==> src/rtl/acx_pkg.sv <==
// ----------------------------------------------------------------------------
// Accumulator CPU execute package
// Shared sizes, opcode codes, decoded instruction and result types.
// ----------------------------------------------------------------------------
package acx_pkg;

    localparam int NUM_REGS   = 8;
    localparam int DATA_DEPTH = 16;
    localparam int REG_IDX_W  = $clog2(NUM_REGS);
    localparam int MEM_IDX_W  = $clog2(DATA_DEPTH);
    localparam int DATA_W     = 8;
    localparam int PC_W       = 8;
    localparam int LEN_W      = 9;
    localparam int OPC_W      = 4;
    localparam int OPND_W     = 4;

    localparam logic [LEN_W-1:0] PROG_LEN_RESET = 9'd256;

    localparam int IQ_DEPTH  = 2;
    localparam int IQ_PTR_W  = $clog2(IQ_DEPTH);
    localparam int IQ_CNT_W  = $clog2(IQ_DEPTH + 1);
    localparam int RQ_DEPTH  = 2;
    localparam int RQ_PTR_W  = $clog2(RQ_DEPTH);
    localparam int RQ_CNT_W  = $clog2(RQ_DEPTH + 1);

    localparam logic [OPC_W-1:0] OPC_ADD   = 4'd1;
    localparam logic [OPC_W-1:0] OPC_SUB   = 4'd2;
    localparam logic [OPC_W-1:0] OPC_LOAD  = 4'd3;
    localparam logic [OPC_W-1:0] OPC_STORE = 4'd4;
    localparam logic [OPC_W-1:0] OPC_JMP   = 4'd5;
    localparam logic [OPC_W-1:0] OPC_JZ    = 4'd6;
    localparam logic [OPC_W-1:0] OPC_JNZ   = 4'd7;
    localparam logic [OPC_W-1:0] OPC_IN    = 4'd8;
    localparam logic [OPC_W-1:0] OPC_OUT   = 4'd9;
    localparam logic [OPC_W-1:0] OPC_HLT   = 4'd10;

    typedef enum logic [3:0] {
        K_BAD,
        K_ADD,
        K_SUB,
        K_LOAD,
        K_STORE,
        K_JMP,
        K_JZ,
        K_JNZ,
        K_IN,
        K_OUT,
        K_HLT
    } t_kind;

    typedef struct packed {
        t_kind               kind;
        logic [OPND_W-1:0]   operand;
        logic [DATA_W-1:0]   in_value;
    } t_instr;

    typedef struct packed {
        logic [PC_W-1:0]     next_pc;
        logic                out_valid;
        logic [DATA_W-1:0]   out_value;
        logic                halted;
        logic                bad_opcode;
        logic                program_done;
    } t_result;

endpackage

==> src/rtl/acx_front.sv <==
// ----------------------------------------------------------------------------
// Accumulator CPU front end
// Accepts instruction transactions and decodes the opcode into a class.
// ----------------------------------------------------------------------------
module acx_front (
    input  logic                       i_push,
    input  logic                       i_iq_full,
    input  logic [acx_pkg::OPC_W-1:0]  i_func,
    input  logic [acx_pkg::OPND_W-1:0] i_operand,
    input  logic [acx_pkg::DATA_W-1:0] i_in_value,
    output logic                       o_iq_wr,
    output acx_pkg::t_instr            o_instr
);

    acx_pkg::t_kind kind;

    always_comb begin
        unique case (i_func)
            acx_pkg::OPC_ADD:   kind = acx_pkg::K_ADD;
            acx_pkg::OPC_SUB:   kind = acx_pkg::K_SUB;
            acx_pkg::OPC_LOAD:  kind = acx_pkg::K_LOAD;
            acx_pkg::OPC_STORE: kind = acx_pkg::K_STORE;
            acx_pkg::OPC_JMP:   kind = acx_pkg::K_JMP;
            acx_pkg::OPC_JZ:    kind = acx_pkg::K_JZ;
            acx_pkg::OPC_JNZ:   kind = acx_pkg::K_JNZ;
            acx_pkg::OPC_IN:    kind = acx_pkg::K_IN;
            acx_pkg::OPC_OUT:   kind = acx_pkg::K_OUT;
            acx_pkg::OPC_HLT:   kind = acx_pkg::K_HLT;
            default:            kind = acx_pkg::K_BAD;
        endcase
    end

    assign o_iq_wr          = i_push && !i_iq_full;
    assign o_instr.kind     = kind;
    assign o_instr.operand  = i_operand;
    assign o_instr.in_value = i_in_value;

endmodule

==> src/rtl/acx_iq.sv <==
// ----------------------------------------------------------------------------
// Accumulator CPU instruction queue
// Small register queue of decoded instructions between front and back end.
// ----------------------------------------------------------------------------
module acx_iq (
    input  logic            i_clk,
    input  logic            i_rst_n,
    input  logic            i_wr,
    input  acx_pkg::t_instr i_instr,
    input  logic            i_rd,
    output logic            o_full,
    output logic            o_valid,
    output acx_pkg::t_instr o_instr
);

    acx_pkg::t_instr                  r_mem [acx_pkg::IQ_DEPTH];
    logic [acx_pkg::IQ_PTR_W-1:0]     r_wptr;
    logic [acx_pkg::IQ_PTR_W-1:0]     r_rptr;
    logic [acx_pkg::IQ_CNT_W-1:0]     r_cnt;
    logic [acx_pkg::IQ_CNT_W-1:0]     n_cnt;
    logic                             rd_fire;

    assign o_full  = (r_cnt == acx_pkg::IQ_CNT_W'(acx_pkg::IQ_DEPTH));
    assign o_valid = (r_cnt != '0);
    assign o_instr = r_mem[r_rptr];
    assign rd_fire = i_rd && o_valid;

    always_comb begin
        n_cnt = r_cnt + acx_pkg::IQ_CNT_W'(i_wr) - acx_pkg::IQ_CNT_W'(rd_fire);
    end

    always_ff @(posedge i_clk) begin
        if (!i_rst_n) begin
            r_wptr <= '0;
            r_rptr <= '0;
            r_cnt  <= '0;
        end else begin
            if (i_wr) begin
                r_wptr <= r_wptr + 1'b1;
            end
            if (rd_fire) begin
                r_rptr <= r_rptr + 1'b1;
            end
            r_cnt <= n_cnt;
        end
    end

    always_ff @(posedge i_clk) begin
        if (i_wr) begin
            r_mem[r_wptr] <= i_instr;
        end
    end

endmodule

==> src/rtl/acx_back.sv <==
// ----------------------------------------------------------------------------
// Accumulator CPU back end
// Executes one decoded instruction per cycle, while the result queue has room,
// against the machine state and queues the result transaction.
// ----------------------------------------------------------------------------
module acx_back (
    input  logic                       i_clk,
    input  logic                       i_rst_n,
    input  logic                       i_cfg_we,
    input  logic [acx_pkg::LEN_W-1:0]  i_cfg_wdata,
    input  logic                       i_iq_valid,
    input  acx_pkg::t_instr            i_instr,
    output logic                       o_iq_rd,
    input  logic                       i_pop,
    output logic                       o_empty,
    output acx_pkg::t_result           o_result
);

    logic [acx_pkg::LEN_W-1:0]    r_len;
    logic [acx_pkg::DATA_W-1:0]   r_regs [acx_pkg::NUM_REGS];
    logic [acx_pkg::DATA_W-1:0]   r_dmem [acx_pkg::DATA_DEPTH];
    logic [acx_pkg::PC_W-1:0]     r_pc;
    logic                         r_halt;

    acx_pkg::t_result             r_rq [acx_pkg::RQ_DEPTH];
    logic [acx_pkg::RQ_PTR_W-1:0] r_rq_head;
    logic [acx_pkg::RQ_CNT_W-1:0] r_rq_cnt;

    logic [acx_pkg::PC_W-1:0]     n_pc;
    logic                         n_halt;
    logic [acx_pkg::RQ_CNT_W-1:0] n_rq_cnt;

    logic                         go;
    logic                         rq_pop;
    logic                         rq_space;
    logic                         active;
    logic [acx_pkg::REG_IDX_W-1:0] ri;
    logic [acx_pkg::MEM_IDX_W-1:0] mi;
    logic [acx_pkg::DATA_W-1:0]   acc;
    logic [acx_pkg::DATA_W-1:0]   rval;
    logic                         reg_we;
    logic [acx_pkg::REG_IDX_W-1:0] reg_widx;
    logic [acx_pkg::DATA_W-1:0]   reg_wdata;
    logic                         mem_we;
    logic [acx_pkg::RQ_PTR_W-1:0] rq_tail;
    acx_pkg::t_result             res;

    assign o_empty  = (r_rq_cnt == '0);
    assign o_result = r_rq[r_rq_head];
    assign rq_pop   = i_pop && !o_empty;
    assign rq_space = (r_rq_cnt != acx_pkg::RQ_CNT_W'(acx_pkg::RQ_DEPTH)) || rq_pop;
    assign go       = i_iq_valid && rq_space;
    assign o_iq_rd  = go;

    assign ri     = i_instr.operand[acx_pkg::REG_IDX_W-1:0];
    assign mi     = i_instr.operand[acx_pkg::MEM_IDX_W-1:0];
    assign acc    = r_regs[0];
    assign rval   = r_regs[ri];
    assign active = !r_halt && ({1'b0, r_pc} < r_len);
    assign rq_tail = r_rq_head + r_rq_cnt[acx_pkg::RQ_PTR_W-1:0];

    always_comb begin
        n_pc      = r_pc;
        n_halt    = r_halt;
        reg_we    = 1'b0;
        reg_widx  = '0;
        reg_wdata = acc;
        mem_we    = 1'b0;
        res       = '0;
        if (active) begin
            n_pc = r_pc + 1'b1;
            unique case (i_instr.kind)
                acx_pkg::K_ADD: begin
                    reg_we    = 1'b1;
                    reg_wdata = acc + rval;
                end
                acx_pkg::K_SUB: begin
                    reg_we    = 1'b1;
                    reg_wdata = acc - rval;
                end
                acx_pkg::K_LOAD: begin
                    reg_we    = 1'b1;
                    reg_wdata = r_dmem[mi];
                end
                acx_pkg::K_STORE: begin
                    mem_we = 1'b1;
                end
                acx_pkg::K_JMP: begin
                    n_pc = acx_pkg::PC_W'(i_instr.operand);
                end
                acx_pkg::K_JZ: begin
                    if (acc == '0) begin
                        n_pc = acx_pkg::PC_W'(i_instr.operand);
                    end
                end
                acx_pkg::K_JNZ: begin
                    if (acc != '0) begin
                        n_pc = acx_pkg::PC_W'(i_instr.operand);
                    end
                end
                acx_pkg::K_IN: begin
                    reg_we    = 1'b1;
                    reg_widx  = ri;
                    reg_wdata = i_instr.in_value;
                end
                acx_pkg::K_OUT: begin
                    res.out_valid = 1'b1;
                    res.out_value = rval;
                end
                acx_pkg::K_HLT: begin
                    n_halt = 1'b1;
                end
                acx_pkg::K_BAD: begin
                    res.bad_opcode = 1'b1;
                end
                default: begin
                    res.bad_opcode = 1'b1;
                end
            endcase
        end
        res.next_pc      = n_pc;
        res.halted       = n_halt;
        res.program_done = ({1'b0, n_pc} >= r_len);
    end

    always_comb begin
        n_rq_cnt = r_rq_cnt + acx_pkg::RQ_CNT_W'(go) - acx_pkg::RQ_CNT_W'(rq_pop);
    end

    always_ff @(posedge i_clk) begin
        if (!i_rst_n) begin
            r_len     <= acx_pkg::PROG_LEN_RESET;
            r_pc      <= '0;
            r_halt    <= 1'b0;
            r_rq_head <= '0;
            r_rq_cnt  <= '0;
            for (int i = 0; i < acx_pkg::NUM_REGS; i++) begin
                r_regs[i] <= '0;
            end
            for (int j = 0; j < acx_pkg::DATA_DEPTH; j++) begin
                r_dmem[j] <= '0;
            end
        end else begin
            if (i_cfg_we) begin
                r_len <= i_cfg_wdata;
            end
            if (go) begin
                r_pc   <= n_pc;
                r_halt <= n_halt;
                if (reg_we) begin
                    r_regs[reg_widx] <= reg_wdata;
                end
                if (mem_we) begin
                    r_dmem[mi] <= acc;
                end
            end
            if (rq_pop) begin
                r_rq_head <= r_rq_head + 1'b1;
            end
            r_rq_cnt <= n_rq_cnt;
        end
    end

    always_ff @(posedge i_clk) begin
        if (go) begin
            r_rq[rq_tail] <= res;
        end
    end

endmodule

==> src/rtl/accumulator_cpu_execute.sv <==
// ----------------------------------------------------------------------------
// Accumulator CPU execute stage
// Executes one instruction transaction per cycle for a small accumulator
// machine while the result queue has room; each gives one result transaction.
//
// Input channel: the instruction (i_func, i_operand, i_in_value) is taken on
// a rising edge with push high and full low. Result channel: the oldest
// result sits on the o_ ports while empty is low and leaves on a rising edge
// with pop high. The one configuration register (program length) is written
// through i_cfg_we / i_cfg_wdata while the block is idle, a rule the user
// must keep: the block does not enforce it. An accepted instruction waits in
// the instruction queue, its result in the result queue that drives the
// ports. Execute takes one instruction per cycle while the result queue has
// room, and reads and writes the register file and data bytes. Two-entry
// queues sit between decode and execute and after execute, so push is taken
// while a finished result still waits. When the receiver stalls, the result
// queue fills, execute holds, and full rises after two more instructions.
// Synchronous reset clears both queues, the registers, the data bytes, the
// program counter and the halt flag, and sets the program length to 256.
// ----------------------------------------------------------------------------
module accumulator_cpu_execute (
    input  logic                       i_clk,
    input  logic                       i_rst_n,
    input  logic                       push,
    output logic                       full,
    input  logic [acx_pkg::OPC_W-1:0]  i_func,
    input  logic [acx_pkg::OPND_W-1:0] i_operand,
    input  logic [acx_pkg::DATA_W-1:0] i_in_value,
    output logic                       empty,
    input  logic                       pop,
    output logic [acx_pkg::PC_W-1:0]   o_next_pc,
    output logic                       o_out_valid,
    output logic [acx_pkg::DATA_W-1:0] o_out_value,
    output logic                       o_halted,
    output logic                       o_bad_opcode,
    output logic                       o_program_done,
    input  logic                       i_cfg_we,
    input  logic [acx_pkg::LEN_W-1:0]  i_cfg_wdata
);

    logic             iq_wr;
    logic             iq_rd;
    logic             iq_valid;
    acx_pkg::t_instr  dec_instr;
    acx_pkg::t_instr  iq_instr;
    acx_pkg::t_result result;

    acx_front u_front (
        .i_push     (push),
        .i_iq_full  (full),
        .i_func     (i_func),
        .i_operand  (i_operand),
        .i_in_value (i_in_value),
        .o_iq_wr    (iq_wr),
        .o_instr    (dec_instr)
    );

    acx_iq u_iq (
        .i_clk   (i_clk),
        .i_rst_n (i_rst_n),
        .i_wr    (iq_wr),
        .i_instr (dec_instr),
        .i_rd    (iq_rd),
        .o_full  (full),
        .o_valid (iq_valid),
        .o_instr (iq_instr)
    );

    acx_back u_back (
        .i_clk       (i_clk),
        .i_rst_n     (i_rst_n),
        .i_cfg_we    (i_cfg_we),
        .i_cfg_wdata (i_cfg_wdata),
        .i_iq_valid  (iq_valid),
        .i_instr     (iq_instr),
        .o_iq_rd     (iq_rd),
        .i_pop       (pop),
        .o_empty     (empty),
        .o_result    (result)
    );

    assign o_next_pc      = result.next_pc;
    assign o_out_valid    = result.out_valid;
    assign o_out_value    = result.out_value;
    assign o_halted       = result.halted;
    assign o_bad_opcode   = result.bad_opcode;
    assign o_program_done = result.program_done;

endmodule

==> config.mk <==
export PLATFORM = sky130hd
export DESIGN_NAME = accumulator_cpu_execute
export DESIGN_NICKNAME = d
export VERILOG_FILES = /design/src/rtl/acx_pkg.sv /design/src/rtl/acx_front.sv /design/src/rtl/acx_iq.sv /design/src/rtl/acx_back.sv /design/src/rtl/accumulator_cpu_execute.sv
export SDC_FILE = /design/constraint.sdc
export NUM_CORES = 1
export LEC_CHECK = 0
export ABC_AREA = 1
export BUFFER_PORTS_ARGS = -buffer_cell sky130_fd_sc_hd__buf_2
export CAP_MARGIN = 20
export CORE_ASPECT_RATIO = 0.9
export CORE_MARGIN = 3
export CORE_UTILIZATION = 55
export DETAILED_ROUTE_END_ITERATION = 8
export PLACE_DENSITY = 0.81
export RECOVER_POWER = 25
export SETUP_SLACK_MARGIN = 0.2
export SLEW_MARGIN = 20
export SYNTH_ARGS = -nofsm -noshare
export SYNTH_HDL_FRONTEND = slang
export SYNTH_SLANG_ARGS = --single-unit
==> constraint.sdc <==
create_clock -name i_clk -period 8.7 [get_ports i_clk]
set_clock_uncertainty 0.15 [all_clocks]
set_input_delay 1.74 -clock i_clk [delete_from_list [all_inputs] [get_ports i_clk]]
set_output_delay 1.74 -clock i_clk [all_outputs]
set_load 0.005 [all_outputs]
==> results of run 1 <==
-- power groups by stage --
stage               sequential (mW)  clock (mW)  combinational (mW)
floorplan                      1.83           0                1.38
global placement               1.86           0                1.84
detailed placement             1.87           0                1.89
CTS                            1.84        1.35                1.92
global route                   1.87        1.40                2.15
finish                         1.85        1.35                1.94
-- worst max-delay path by stage --
stage / startpoint / to / slack [ps] / depth (start not counted)
floorplan: u_iq.r_mem[1][8]$_DFFE_PP_ / u_back.r_regs[0][6]$_SDFFCE_PN0P_ / 5210 / 23
global placement: flop / u_back.r_regs[4][4]$_SDFFCE_PN0P_ / 3670 / 19
detailed placement: flop / u_back.r_regs[4][4]$_SDFFCE_PN0P_ / 3520 / 19
CTS: flop / u_back.r_regs[0][3]$_SDFFCE_PN0P_ / 3470 / 19
global route: flop / u_back.r_regs[4][4]$_SDFFCE_PN0P_ / 2850 / 19
finish: i_rst_n / u_back.r_dmem[8][3]$_SDFFCE_PN0P_ / 3230 / 7
-- registers in the layout (all words and copies together) (netlist names), named ones only --
name	flops
u_back.r_rq_cnt	2
u_back.r_dmem	128
u_back.r_pc	8
u_back.r_regs	64
u_iq.r_cnt	2
u_iq.r_rptr	1
u_back.r_rq_head	1
u_back.r_rq	40
u_iq.r_mem	32
u_iq.r_wptr	1
u_back.r_halt	1
u_back.r_len	9
-- through the flow --
stage                     util [%]  cell area, um2
final                         63.3           15100
after global routing          63.3           15100
after CTS                     63.4           15100
after detailed placement      59.0           14100
after global placement        59.0           14100
after floorplan                  -           13600
-- synthesized netlist by cell type (6+ instances only) --
| cell | instances | area share (%) |
|---|---|---|
| nor2_1 | 254 | 7.0 |
| nand3_1 | 64 | 2.4 |
| o21ai_0 | 68 | 2.5 |
| edfxtp_1 | 264 | 58 |
| ha_1 | 27 | 2.5 |
| o21ai_2 | 6 | 0.39 |
| mux2_2 | 21 | 1.7 |
| nand2_2 | 12 | 0.55 |
| o22ai_1 | 62 | 2.8 |
| o21ai_1 | 8 | 0.29 |
| a21oi_1 | 42 | 1.5 |
| xor2_1 | 7 | 0.45 |
| nand2_1 | 279 | 7.7 |
| clkinv_1 | 7 | 0.19 |
| buf_2 | 22 | 0.81 |
| o211ai_1 | 10 | 0.55 |
| clkbuf_1 | 24 | 0.66 |
| inv_1 | 86 | 2.4 |
| dfxtp_1 | 27 | 4.0 |
-- logic make-up after synthesis --
kind of cell               after synthesis  synth area share, %
and+or+nand+nor                        638                 19.4
DFF                                    291                 62.2
AOI/OAI and AO/OA                      211                 8.99
buffers and inverters                  150                 4.47
adders and majority gates               28                 2.63
muxes                                   21                 1.74
xor gates and xnor gates                10                0.643
-- layer usage --
layer / track usage (%) / wire length (um)
met1: 33.3 / 13000
met2: 42.4 / 16400
met3: 4.24 / 3410
met4: 8.36 / 992
met5: 0 / 0
-- area by class of cell --
| cell class | instances | area (um2) | area share [%] |
|---|---|---|---|
| Clock buffer | 38 | 822 | 5.44 |
| Clock inverter | 18 | 221 | 1.47 |
| Inverter | 96 | 360 | 2.39 |
| Multi-Input combinational cell | 908 | 4540 | 30.1 |
| Sequential cell | 291 | 8470 | 56.1 |
| Tap cell | 302 | 378 | 2.50 |
| Timing Repair Buffer | 63 | 314 | 2.08 |
-- placed cells by master (no fill, tap or decap), drive strengths merged, types with 2 or more instances in the layout --
cell type  Yosys  layout
bufinv         0       5
nand4          5       5
ha            27      27
nand3         64      64
nand3b         5       5
o22a           2       2
o21a           2       2
o21ai         82      82
inv           89      91
edfxtp       264     264
dfxtp         27      27
a31oi          2       2
nand2        295     295
buf           30      46
nor2         258     258
o32ai          3       3
a21oi         43      43
xor2           7       7
mux2          21      21
o211ai        10      10
nor3           3       3
xnor2          3       3
clkinv         7      17
o22ai         62      62
clkbuf        24      55
or2            6       6
==> results.md, run 1 <==
* CTS sink count at 291
* Routed vias at 10.2k
* WP buf/inv at 2
* Worst EP arrival at 5510 ps
* Die width at 172 um
* Crit-path max cell delay at 1610 ps
* Vias/cell at 5.97
* Worst setup path category: input pin to flop
* Final nets at 1448
* Status: complete, but fails checks
* Internal power at 3.18 mW
* Largest net degree at the start of global routing at 49
* R2r worst-path depth at 19
* Req. time, crit path at 8740 ps
* Clk buf depth at 3
* Worst setup margin at 3230 ps
* # diodes at 0
* Hold buffers post-CTS at 0
* Total Wirelength at 33.8 mm
* DRT iter0 DRCs at 1357
* Violated checks: capacitance limit, slew limit
* DPL Wire Length at 21.8 mm
* Flop-to-flop setup slack at 3280 ps
* Final min period at 5470 ps
* Total grt overflow at 0
* Total iterations of the first detailed-routing run at 5
* Post-DRT Antenna Nets at 0
* Ordered list of cells on the worst path: clkbuf_1, inv_1, nor2_1, nand4_1, nor2_1, nand2_1, nand2_1
* Root buf cell: clkbuf_16
* Final Max Tran Viols at 49
* Pre-CTS WS at 3520 ps
* Worst-path fanout max at 48
* CP max-delay cell: clkbuf_1
* DR WL/cell at 19.7 um
* Min-Delay Endpoint: u_iq.r_cnt[1]$_SDFF_PN0_
* Library cells used by synthesis at 47
* Total CTS buffers at 30
* Io pins at 52
* Tightest Hold Check Type: flop to flop
* Synth async-reset ratio at 0%
* Initial antenna violation count at 0
* Remaining DRCs at 0
* Setup bufs post-CTS at 0
* Mapped Nets at 1407
* RSZ-0062 raised after global routing: false
* CTS tree: done
* Slew @ Worst Pin at 2300 ps
* Synth Instances at 1349
* Row count at 53
* DIE HEIGHT at 155 um
* Yosys Warn Count at 0
* Crit-path leading delay family: buffers and inverters
* Synth Flop Type: edfxtp_1
* Post-Place Cells at 1660
* Syn_area_per_cell at 10.1 um2
* Part of the power in the clock network at 26.2%
* Core Area at 23900 um2
* Clock Latency Late Sink at 550 ps
* Sequential Power Share at 36.0%
* Final Non-Filler Cells at 1716
* Filler cells at 1868
* CTS clk-pin slew, worst paths at 60 ps
* Number of global-route vias before repair at 9977
* Setup_tns at 0 ps
* Die ar. at 26700 um2
* Worst vdd ir at 0.192 mV
* Comb power frac at 37.8%
* Max_cap viols at 1
* Starting Density at 57.1%
* Gpl congestion at 0.968
* Hold path start: u_iq.r_cnt[1]$_SDFF_PN0_
* Final setup vio count at 0
* Input/output buffers at 51
* Final Total Pwr at 5.14 mW
* Type of origin of the critical path: input pin
* Hold Slack at 318 ps
* First-pass GRT wire length at 52.6 mm
* PwrDens at 340 nW/um2
* Hold-critical path depth at 1
* Yosys reg bits at 291
* Critical path capture point type: flop
* Area grow syn2layout at 10.9%
* Final Cycle Share at 62.9%
* CTS H-Tree Depth at 1
* Max-slew headroom at the worst pin at -53.6%
* Post-synthesis sequential area ratio at 62.2%
* Leak Pwr at 6.08 nW
* Post-synth EDFFs at 264
* GRT Total Usage at 25.2%
* Final Hold Viols at 0
* Switching Fraction at 38.2%
* Resize count post-CTS at 0
* Area of the mapped netlist at 13600 um2
* Switch Pwr at 1.96 mW
* Fmax achieved at 183 MHz
* Layout cells sized above 1 at 10.3%
* Crit Reg-Reg Endpoint: u_back.r_regs[0][3]$_SDFFCE_PN0P_
No activity file was read; power rests on OpenSTA's default activity.
==> run 2: changes to the inputs <==
==> constraint.sdc (replaced) <==
create_clock -name i_clk -period 5.43 [get_ports i_clk]
set_clock_uncertainty 0.15 [all_clocks]
set_input_delay 1.086 -clock i_clk [delete_from_list [all_inputs] [get_ports i_clk]]
set_output_delay 1.086 -clock i_clk [all_outputs]
set_load 0.005 [all_outputs]
==> results.md, run 2 (synthesis gave the netlist of run 1 again) <==
* Status: complete, but fails checks
* Violated checks: capacitance limit, slew limit
* Most frequent cells in the layout: nand2_1, edfxtp_1, nor2_1
* Type of origin of the critical path: flop
* Resize count post-CTS at 0 (unchanged)
* Max_cap viols at 1 (unchanged)
* Slew @ Worst Pin at 2450 ps (+149 ps)
* Post-Place Cells at 1667 (+0.42%)
* Total grt overflow at 0 (unchanged)
* Worst vdd ir at 0.291 mV (+51%)
* Hold buffers post-CTS at 0 (unchanged)
* Final Total Pwr at 8.03 mW (+56%)
* Final setup vio count at 0 (unchanged)
* Initial antenna violation count at 0 (unchanged)
* Die ar. at 26700 um2 (unchanged)
* CTS tree: done
* Commonest non-fill, non-tap cell in the layout: nand2_1
* Pre-CTS WS at 1170 ps (-2360 ps)
* Largest register FFs at 128 (unchanged)
* Max-slew headroom at the worst pin at -63.5% (-9.9 points)
* Area grow syn2layout at 10.4%
* Post-DRT Antenna Nets at 0 (unchanged)
* Final Cycle Share at 81.4%
* CTS H-Tree Depth at 1 (unchanged)
* DPL Wire Length at 22.1 mm (+0.95%)
* Tightest Hold Check Type: flop to flop
* Final nets at 1454 (+0.41%)
* Top reg by flops: u_back.r_dmem
* First-pass GRT wire length at 52.4 mm (-0.44%)
* Core Area at 23900 um2 (unchanged)
* Worst EP arrival at 4540 ps (-970 ps)
* Final Non-Filler Cells at 1720 (+0.23%)
* Io pins at 52 (unchanged)
* Worst setup path category: flop to flop
* DRT iter0 DRCs at 1341 (-1.2%)
* Worst-path fanout max at 34 (-29%)
* PwrDens at 534 nW/um2 (+57%)
* Gpl congestion at 0.962 (-0.62%)
* DP Area at 14100 um2 (+0.37%)
* RSZ-0062 raised after global routing: false
* Critical path capture point type: flop
* Largest net degree at the start of global routing at 48 (-2.0%)
* Top flop regs: u_back.r_dmem (128), u_back.r_regs (64), u_back.r_rq (40)
* Layout cells sized above 1 at 10.2% (-0.10 points)
* Routed vias at 10.1k (-1.1%)
* Row count at 53 (unchanged)
* Remaining DRCs at 0 (unchanged)
* DR WL/cell at 19.5 um (-1.3%)
* Final min period at 4420 ps
* Total CTS buffers at 29 (-3.3%)
* # diodes at 0 (unchanged)
* Req. time, crit path at 5550 ps (-3190 ps)
* Setup_tns at 0 ps (unchanged)
* Clock Latency Late Sink at 540 ps (about the same)
* Clk buf depth at 3 (unchanged)
* Root buf cell: clkbuf_16
* CTS clk-pin slew, worst paths at 60 ps (about the same)
* Total iterations of the first detailed-routing run at 6 (+1)
* CTS sink count at 291 (unchanged)
* Die width at 172 um (unchanged)
* Fmax achieved at 226 MHz
* GRT Total Usage at 25.0% (-0.12 points)
* Worst setup margin at 1010 ps (-2220 ps)
* DIE HEIGHT at 155 um (unchanged)
* Final Max Tran Viols at 48 (-2.0%)
* Vias/cell at 5.89 (-1.3%)
* Leak Pwr at 6.04 nW (-0.62%)
* Starting Density at 57.1% (unchanged)
* Input/output buffers at 51 (unchanged)
* Total Wirelength at 33.5 mm (-1.0%)
* Final Cell Area at 15000 um2 (-0.49%)
* Final Hold Viols at 0 (unchanged)
* Number of global-route vias before repair at 9899 (-0.78%)
* Setup bufs post-CTS at 0 (unchanged)
==> run 2: cell types whose count changed in the layout (fill, tap and decap cells not counted), sizes merged <==
cell | previous run | this run
bufinv | 5 | 1
clkinv | 17 | 10
inv | 91 | 89
clkbuf | 55 | 69
clkinvlp | 1 | 0
buf | 46 | 50
==> run 2: power breakdown <==
group	internal, mW	switching (mW)
logic	0.991	2.17
registers	2.81	0.133
clock network	1.14	0.798
total	4.94	3.10
==> run 2: path summary, 6_finish.rpt <==
check | cells after the start | to | startpoint | slack [ps]
max | 20 | u_back.r_regs[1][4]$_SDFFCE_PN0P_ | flop | 1010
min | 1 | u_iq.r_cnt[1]$_SDFF_PN0_ | u_iq.r_cnt[1]$_SDFF_PN0_ | 320
max reg2reg | 20 | u_back.r_regs[1][4]$_SDFFCE_PN0P_ | flop | 1010
min reg2reg | 1 | u_iq.r_cnt[1]$_SDFF_PN0_ | u_iq.r_cnt[1]$_SDFF_PN0_ | 320
==> run 2: per-layer routing <==
metal	track usage (%)	wire length, um
met5	0	0
met3	3.48	3060
met1	34.4	13100
met4	7.64	1010
met2	41.7	16300
==> run 2: critical path, stage by stage (launching register included) <==
cell and delay, ps:
dfxtp_1 340, buf_4 270, nand2_1 120, nand2_2 520, nand2_1 100, nand2_1 100, nand2_1 50, nand3_1 150
nand2_1 130, ha_1 300, inv_1 30, o21ai_0 360, fa_1 290, nor2_1 50, o21ai_0 150, nand2_1 90
or2_2 300, a31oi_1 180, o211ai_1 140, o21ai_2 230, nor2_1 100
==> run 2: through the flow <==
step,utilization [%],hold WS [ps]
after global placement,59.3,286
after detailed placement,59.3,315
final,63.0,322
after floorplan,-,272
after CTS,63.1,324
after global routing,63.0,345
==> run 2: final cells by class <==
cell class                      instances  area, um2
Fill cell                            1909       8840
Sequential cell                       291       8470
Multi-Input combinational cell        908       4540
Clock buffer                           49        881
Tap cell                              302        378
Inverter                               96        360
Timing Repair Buffer                   70        358
Clock inverter                          4       42.5
==> run 3: changes to the inputs <==
--- a/config.mk
+++ b/config.mk
@@ -12,7 +12,7 @@
 export CORE_MARGIN = 3
 export CORE_UTILIZATION = 55
 export DETAILED_ROUTE_END_ITERATION = 8
-export PLACE_DENSITY = 0.81
+export PLACE_DENSITY = 0.84
 export RECOVER_POWER = 25
 export SETUP_SLACK_MARGIN = 0.2
 export SLEW_MARGIN = 20
==> constraint.sdc (replaced) <==
create_clock -name i_clk -period 3.75 [get_ports i_clk]
set_clock_uncertainty 0.15 [all_clocks]
set_input_delay 0.75 -clock i_clk [delete_from_list [all_inputs] [get_ports i_clk]]
set_output_delay 0.75 -clock i_clk [all_outputs]
set_load 0.005 [all_outputs]
==> results.md, run 3 (synthesis gave the netlist of run 1 again) <==
* Core Area at 23900 um2 (unchanged)
* DPL Wire Length at 22.8 mm (+3.5%)
* Final Total Pwr at 13.4 mW (+67%)
* Final Cycle Share at 99.8% (+18 points)
* CTS H-Tree Depth at 1 (unchanged)
* Hold buffers post-CTS at 0 (unchanged)
* Flop-to-flop setup slack at 9 ps (-1000 ps)
* RSZ-0062 raised after global routing: true
* Most frequent cells in the layout: edfxtp_1, nor2_1, nand2_1
* DRT iter0 DRCs at 1485 (+11%)
* Remaining DRCs at 0 (unchanged)
* Top flop regs: u_back.r_dmem (128), u_back.r_regs (64), u_back.r_rq (40)
* Critical path capture point type: flop
* GRT Total Usage at 25.3% (+0.23 points)
* Root buf cell: clkbuf_16
* CTS sink count at 291 (unchanged)
* Die ar. at 26700 um2 (unchanged)
* Max_cap viols at 1 (unchanged)
* Io pins at 52 (unchanged)
* Final setup vio count at 0 (unchanged)
* DIE HEIGHT at 155 um (unchanged)
* Violated checks: capacitance limit, slew limit
* Final Max Tran Viols at 48 (unchanged)
* Fmax achieved at 267 MHz (+18%)
* Starting Density at 57.1% (unchanged)
* DP Area at 14400 um2 (+2.0%)
* Clk buf depth at 3 (unchanged)
* Final nets at 1512 (+4.0%)
* Largest net degree at the start of global routing at 48 (unchanged)
* Vias/cell at 6.17 (+4.8%)
* Initial antenna violation count at 0 (unchanged)
* DR WL/cell at 20.7 um (+6.4%)
* Total Wirelength at 36.8 mm (+9.9%)
* Total iterations of the first detailed-routing run at 5 (-1)
* Slew @ Worst Pin at 2520 ps (+66.6 ps)
* PwrDens at 832 nW/um2 (+56%)
* Final min period at 3740 ps (-678 ps)
* Final Cell Area at 16100 um2 (+7.4%)
* Leak Pwr at 6.48 nW (+7.3%)
* Max-slew headroom at the worst pin at -67.9% (-4.4 points)
* Gpl congestion at 0.958 (-0.42%)
* Total CTS buffers at 30 (+3.4%)
* Tightest Hold Check Type: input pin to flop
* Req. time, crit path at 3900 ps (-1650 ps)
* Die width at 172 um (unchanged)
* CTS tree: done
* Top reg by flops: u_back.r_dmem
* Area grow syn2layout at 18.6%
* Commonest non-fill, non-tap cell in the layout: edfxtp_1
* Clock Latency Late Sink at 560 ps (+20 ps)
* Worst vdd ir at 0.457 mV (+57%)
* Input/output buffers at 51 (unchanged)
* Type of origin of the critical path: flop
* # diodes at 0 (unchanged)
* Layout cells sized above 1 at 21.2% (+11 points)
* Largest register FFs at 128 (unchanged)
* First-pass GRT wire length at 53.3 mm (+1.7%)
* Worst EP arrival at 3890 ps (-650 ps)
* CTS clk-pin slew, worst paths at 70 ps (about the same)
* Total grt overflow at 0 (unchanged)
* Routed vias at 11.0k (+8.3%)
* Worst setup path category: flop to flop
* Number of global-route vias before repair at 10.2k (+2.6%)
* Status: complete, but fails checks
* Post-DRT Antenna Nets at 0 (unchanged)
* Worst-path fanout max at 8 (-76%)
* Final Hold Viols at 0 (unchanged)
* Setup_tns at 0 ps (unchanged)
* Row count at 53 (unchanged)
-- run 3: final timing paths --
check | startpoint | end | cells past startpoint
setup / recovery | flop | u_back.r_regs[3][6]$_SDFFCE_PN0P_ | 27
hold / removal | i_operand[3] | u_iq.r_mem[1][11]$_DFFE_PP_ | 1
setup reg to reg | flop | u_back.r_regs[3][6]$_SDFFCE_PN0P_ | 27
hold reg to reg | u_iq.r_rptr$_SDFFE_PN0P_ | flop | 1
-- run 3: power breakdown --
group	total, mW	switching [mW]	internal [mW]
Clock	2.83	1.22	1.62
Sequential	4.30	0.229	4.07
Combinational	6.30	3.92	2.39
Total	13.4	5.36	8.08
-- run 3: through the flow --
step	hold slack [ps]	util, %	std cells	setup WS (ps)
2_1_floorplan	272	-	1349	256
3_3_place_gp	286	60.4	1703	58.0
3_5_place_dp	300	60.4	1703	-50.1
4_1_cts	217	65.1	1762	183
5_1_grt	220	67.6	1777	-93.0
6_report	235	67.6	1777	9.17
-- run 3: timing repair --
item | 4_1_cts | 5_1_grt
cloned | 1 | 1
resized for setup | 35 | 134
endpoints found under the hold margin | 0 | 0
setup buffers | 5 | 14
pin swaps | 18 | 51
endpoints found under the setup margin | 42 | 107
-- run 3: cell type report --
cell class | count | area, um2
repair buffers | 126 | 901
well taps | 302 | 378
flip-flops and latches | 291 | 8470
clock buffers | 41 | 833
multi-input cells | 909 | 5100
clock inverters | 12 | 96.3
inverters | 96 | 367
fillers | 1638 | 7720
-- run 3: worst max-delay path, stage by stage, from the launching register on --
cell and delay [ps]:
dfxtp_4 380, inv_4 100, nand2_4 80, nand2_8 100, buf_6 130, nand2_1 100
nand2_1 100, nand2_1 80, nand3_2 90, nand2_2 80, ha_4 180, nor2_4 90
xor2_2 270, ha_4 280, inv_2 70, nor2_4 40, o21ai_2 140, nand2_2 80
nand2_2 100, nand2_2 50, nand2_2 90, nand3_1 100, nand2_1 90, o21ai_1 70
inv_1 60, o211ai_1 100, o21ai_2 180, nor2_1 100
-- run 3: metal layers --
metal	routed length, um	GRT usage, %
met1	13400	34.0
met2	17900	42.1
met5	0	0
met3	3870	4.42
met4	1630	8.02
